`config.mk`:
```
export PLATFORM = sky130hd
export DESIGN_NAME = mlsm_ctrl
export DESIGN_NICKNAME = d
export VERILOG_FILES = /design/src/hw/rtl/mlsm_pkg.sv /design/src/hw/rtl/mlsm_ctrl.sv
export SDC_FILE = /design/constraint.sdc
export NUM_CORES = 1
export LEC_CHECK = 0
export BUFFER_PORTS_ARGS = -buffer_cell sky130_fd_sc_hd__buf_2
export CORE_AREA = 3 3 40 42
export CTS_CLUSTER_SIZE = 24
export DETAILED_ROUTE_END_ITERATION = 10
export DIE_AREA = 0 0 43 45
export PLACE_DENSITY_LB_ADDON = 0.25
export SKIP_CTS_REPAIR_TIMING = 1
export SLEW_MARGIN = 15
export SYNTH_ARGS = -nofsm -noshare
export SYNTH_HDL_FRONTEND = slang
export SYNTH_SLANG_ARGS = --single-unit
```
`constraint.sdc`:
```
create_clock -name i_clk -period 1.68 [get_ports i_clk]
set_clock_uncertainty 0.15 [all_clocks]
set_input_delay 0.084 -clock i_clk [delete_from_list [all_inputs] [get_ports i_clk]]
set_output_delay 0.084 -clock i_clk [all_outputs]
set_load 0.005 [all_outputs]
```
`src/hw/rtl/mlsm_pkg.sv`:
```
package mlsm_pkg;

    // Operation codes carried on the cmd field
    localparam logic [2:0] CMD_LB  = 3'd0;
    localparam logic [2:0] CMD_LBU = 3'd1;
    localparam logic [2:0] CMD_LH  = 3'd2;
    localparam logic [2:0] CMD_LHU = 3'd3;
    localparam logic [2:0] CMD_LW  = 3'd4;
    localparam logic [2:0] CMD_SB  = 3'd5;
    localparam logic [2:0] CMD_SH  = 3'd6;
    localparam logic [2:0] CMD_SW  = 3'd7;

    // Result status codes
    localparam logic [1:0] ST_OK        = 2'd0;
    localparam logic [1:0] ST_UNALIGNED = 2'd1;
    localparam logic [1:0] ST_RANGE     = 2'd2;

    // Controller to datapath commands
    typedef struct packed {
        logic clear;   // write zero at the sweep pointer and advance it
        logic load;    // capture the request and form the effective address
        logic lookup;  // check the address, start the word read
        logic merge;   // extract load data, write back store data
        logic put;     // move the result into the output register
    } t_dp_cmd;

    // Datapath to controller status
    typedef struct packed {
        logic clear_last;  // sweep pointer sits on the last word
        logic out_free;    // output register can take a result this cycle
    } t_dp_status;

endpackage

```
`src/hw/rtl/mlsm_ctrl.sv`:
```
module mlsm_ctrl (
    input  logic                i_clk,
    input  logic                i_rst_n,
    input  logic                i_valid,
    output logic                o_stall,
    input  mlsm_pkg::t_dp_status i_status,
    output mlsm_pkg::t_dp_cmd    o_cmd
);

    typedef enum logic [4:0] {
        S_CLEAR  = 5'b00001,
        S_IDLE   = 5'b00010,
        S_LOOKUP = 5'b00100,
        S_MERGE  = 5'b01000,
        S_PUT    = 5'b10000
    } t_state;

    t_state r_state;
    t_state n_state;

    always_ff @(posedge i_clk) begin
        if (!i_rst_n) begin
            r_state <= S_CLEAR;
        end else begin
            r_state <= n_state;
        end
    end

    always_comb begin
        n_state = r_state;
        o_cmd   = '0;
        unique case (r_state)
            S_CLEAR: begin
                o_cmd.clear = 1'b1;
                if (i_status.clear_last) begin
                    n_state = S_IDLE;
                end
            end
            S_IDLE: begin
                o_cmd.load = i_valid;
                if (i_valid) begin
                    n_state = S_LOOKUP;
                end
            end
            S_LOOKUP: begin
                o_cmd.lookup = 1'b1;
                n_state      = S_MERGE;
            end
            S_MERGE: begin
                o_cmd.merge = 1'b1;
                n_state     = S_PUT;
            end
            S_PUT: begin
                o_cmd.put = i_status.out_free;
                if (i_status.out_free) begin
                    n_state = S_IDLE;
                end
            end
            default: begin
                n_state = S_CLEAR;
            end
        endcase
    end

    assign o_stall = (r_state != S_IDLE);

endmodule

```
==> results.ini <==
[outcome]
status = finished clean

[setup_path]
startpoint_type = flop
reg2reg_setup_slack_ns = 0.18
slowest_stage = or3_2
crit_fanout = 8
required_ns = 1.45
crit_chain = or3_2 -> nor2_1 -> buf_2
critPathKind = flop to output pin
critPathMaxStageDelay_ns = 0.50
critPathCaptureType = output pin
crit_arrival_ns = 1.37
worstRegToRegCells = 3

[cts]
clk_pin_slew_ns = 0.05
clock_path_buffers = 2
insertion_delay_ns = 0.24
ctsRootBufferMaster = clkbuf_4
numCtsBuffers = 3
tritoncts = done
cts.sinks = 5
htreeDepth = 1

[die]
dieArea_um2 = 1940
die_h_um = 45
fp-row-count = 13
core_um2 = 1280
io_pins = 11
dieWidth_um = 43
start_util_pct = 25.5

[final_layout]
antenna_cells = 0
fillers = 152
regMostFlops = r_state
largest_register_ffs = 5
areaGrowthSynthToFinish_pct = 30.2
drive_gt1_share_pct = 38.5
layout_commonest_cell = buf_2
utilization_pct = 33.2
nets = 58
top_regs = r_state x5
final_cell_mix = 10 x buf_2, 6 x nor2_1

[min_path]
whs_path_depth = 3
hold_path.class = input pin to flop

[global_routing]
gr-usage-all-layers_pct = 7.83
grt_pass1_wl_mm = 1.10
grt_antenna_before_repair = 0
overflow = 0
grt_max_degree = 10
grt_pass1_vias = 262

[pwr]
swShare_pct = 29.1
power_leakage_nw = 0.187
pwr-share-seq_pct = 38.7
p_per_area_nw_per_um2 = 913
peakVddDrop_mv = 0.640
clkPwrFrac_pct = 35.6
power.internal_uw = 276
power.switching_uw = 113
combPwrFrac_pct = 25.7

[synth]
synth_cell_types = 22
synth_seq_area_share_pct = 30.5
async_flop_share_pct = 0
ys.warnings.count = 0
syn-cell-area_um2 = 328
synth_ff_type = dfxtp_1
synth.avg_cell_area_um2 = 8.41
syn_inst = 39
synth_edf_count = 0
syn-num-nets = 44
ys_seq_elements = 5

[route]
drt_iter0_drc = 1
finalWirelength_um = 686
vias = 305
ant_nets = 0
wire_per_inst_um = 10.2
firstDrtPassIters = 2
route.detailed.drc = 0
viasPerCell = 4.55

[placed_design]
gp_congestion = 0.739
dpl.hpwl_um = 521
portBuffers = 10

[timing]
hold_violations = 0
worstMarginPinSlew_ns = 0.310
slew_headroom_pct = 79.3
max_freq_mhz = 625
setup_violations = 0
tns_ns = 0
slew_viol_final = 0
fin_crit_ns = 1.60
fin_crit_sh_pct = 95.3

[run]
maxCapViolCount = 0

-- final cells by class --
class / count / area [µm²] / area share, %
multi-input cells: 28 / 198 / 46.3
well taps: 15 / 18.8 / 4.40
flip-flops and latches: 5 / 103 / 24.0
inverters: 3 / 11.3 / 2.64
clock buffers: 4 / 26.3 / 6.16
repair buffers: 12 / 70.1 / 16.4
-- power by group through the flow --
stage	Sequential, mW	Combinational (mW)	Clock [mW]
2_1_floorplan	0.139	0.0838	0
3_3_place_gp	0.151	0.0978	0
3_5_place_dp	0.151	0.0968	0
4_1_cts	0.149	0.0973	0.144
5_1_grt	0.154	0.114	0.157
6_report	0.151	0.100	0.138
-- cells in the mapped netlist (3+ instances only) --
cell	number	area share [%]
inv_1	3	3.4
nor2_1	6	6.9
nand2b_1	3	5.7
dfxtp_1	5	31
nor3_1	3	4.6
nand3b_1	3	6.9
-- per-stage QoR --
stage	instance area, µm²	setup WS (ns)	cells	power, mW	hold slack (ns)
2_1_floorplan	328	0.224	39	0.222	0.0771
3_3_place_gp	373	0.176	61	0.249	0.220
5_1_grt	427	-0.00637	67	0.425	0.0475
3_5_place_dp	373	0.151	61	0.248	0.206
6_report	427	0.0789	67	0.389	0.0304
4_1_cts	399	0.0489	65	0.390	-0.0459
-- kinds of logic (layout without fill, tap and decap cells) --
logic type,after synthesis,after routing,share of synthesized area [%]
simple gates,20,20,36.6
xor+xnor,2,2,5.34
flops,5,5,30.5
buf+inv,6,19,10.7
compound gates,6,6,16.8
-- worst max-delay path, delay by kind of cell (launching register included) --
| family | cells | cell delay (ns) |
|---|---|---|
| buf+inv | 1 | 0.11 |
| flops | 1 | 0.39 |
| simple gates | 2 | 0.62 |
-- final timing paths --
kind                                               from                       to
worst min-delay path                        i_status[0]  r_state[4]$_SDFFE_PN0P_
worst max register to register  r_state[1]$_SDFFE_PN0P_  r_state[1]$_SDFFE_PN0P_
worst max-delay path            r_state[0]$_SDFFE_PN1P_                 o_cmd[0]
worst min register to register  r_state[2]$_SDFFE_PN0P_  r_state[1]$_SDFFE_PN0P_
-- metal layers --
layer  track usage [%]  wire length [µm]
met5                 0                 0
met4              3.61                 0
met3              5.98                84
met2              10.2               261
met1              9.40               340
Note: power is estimated with default switching activity, not from simulation.
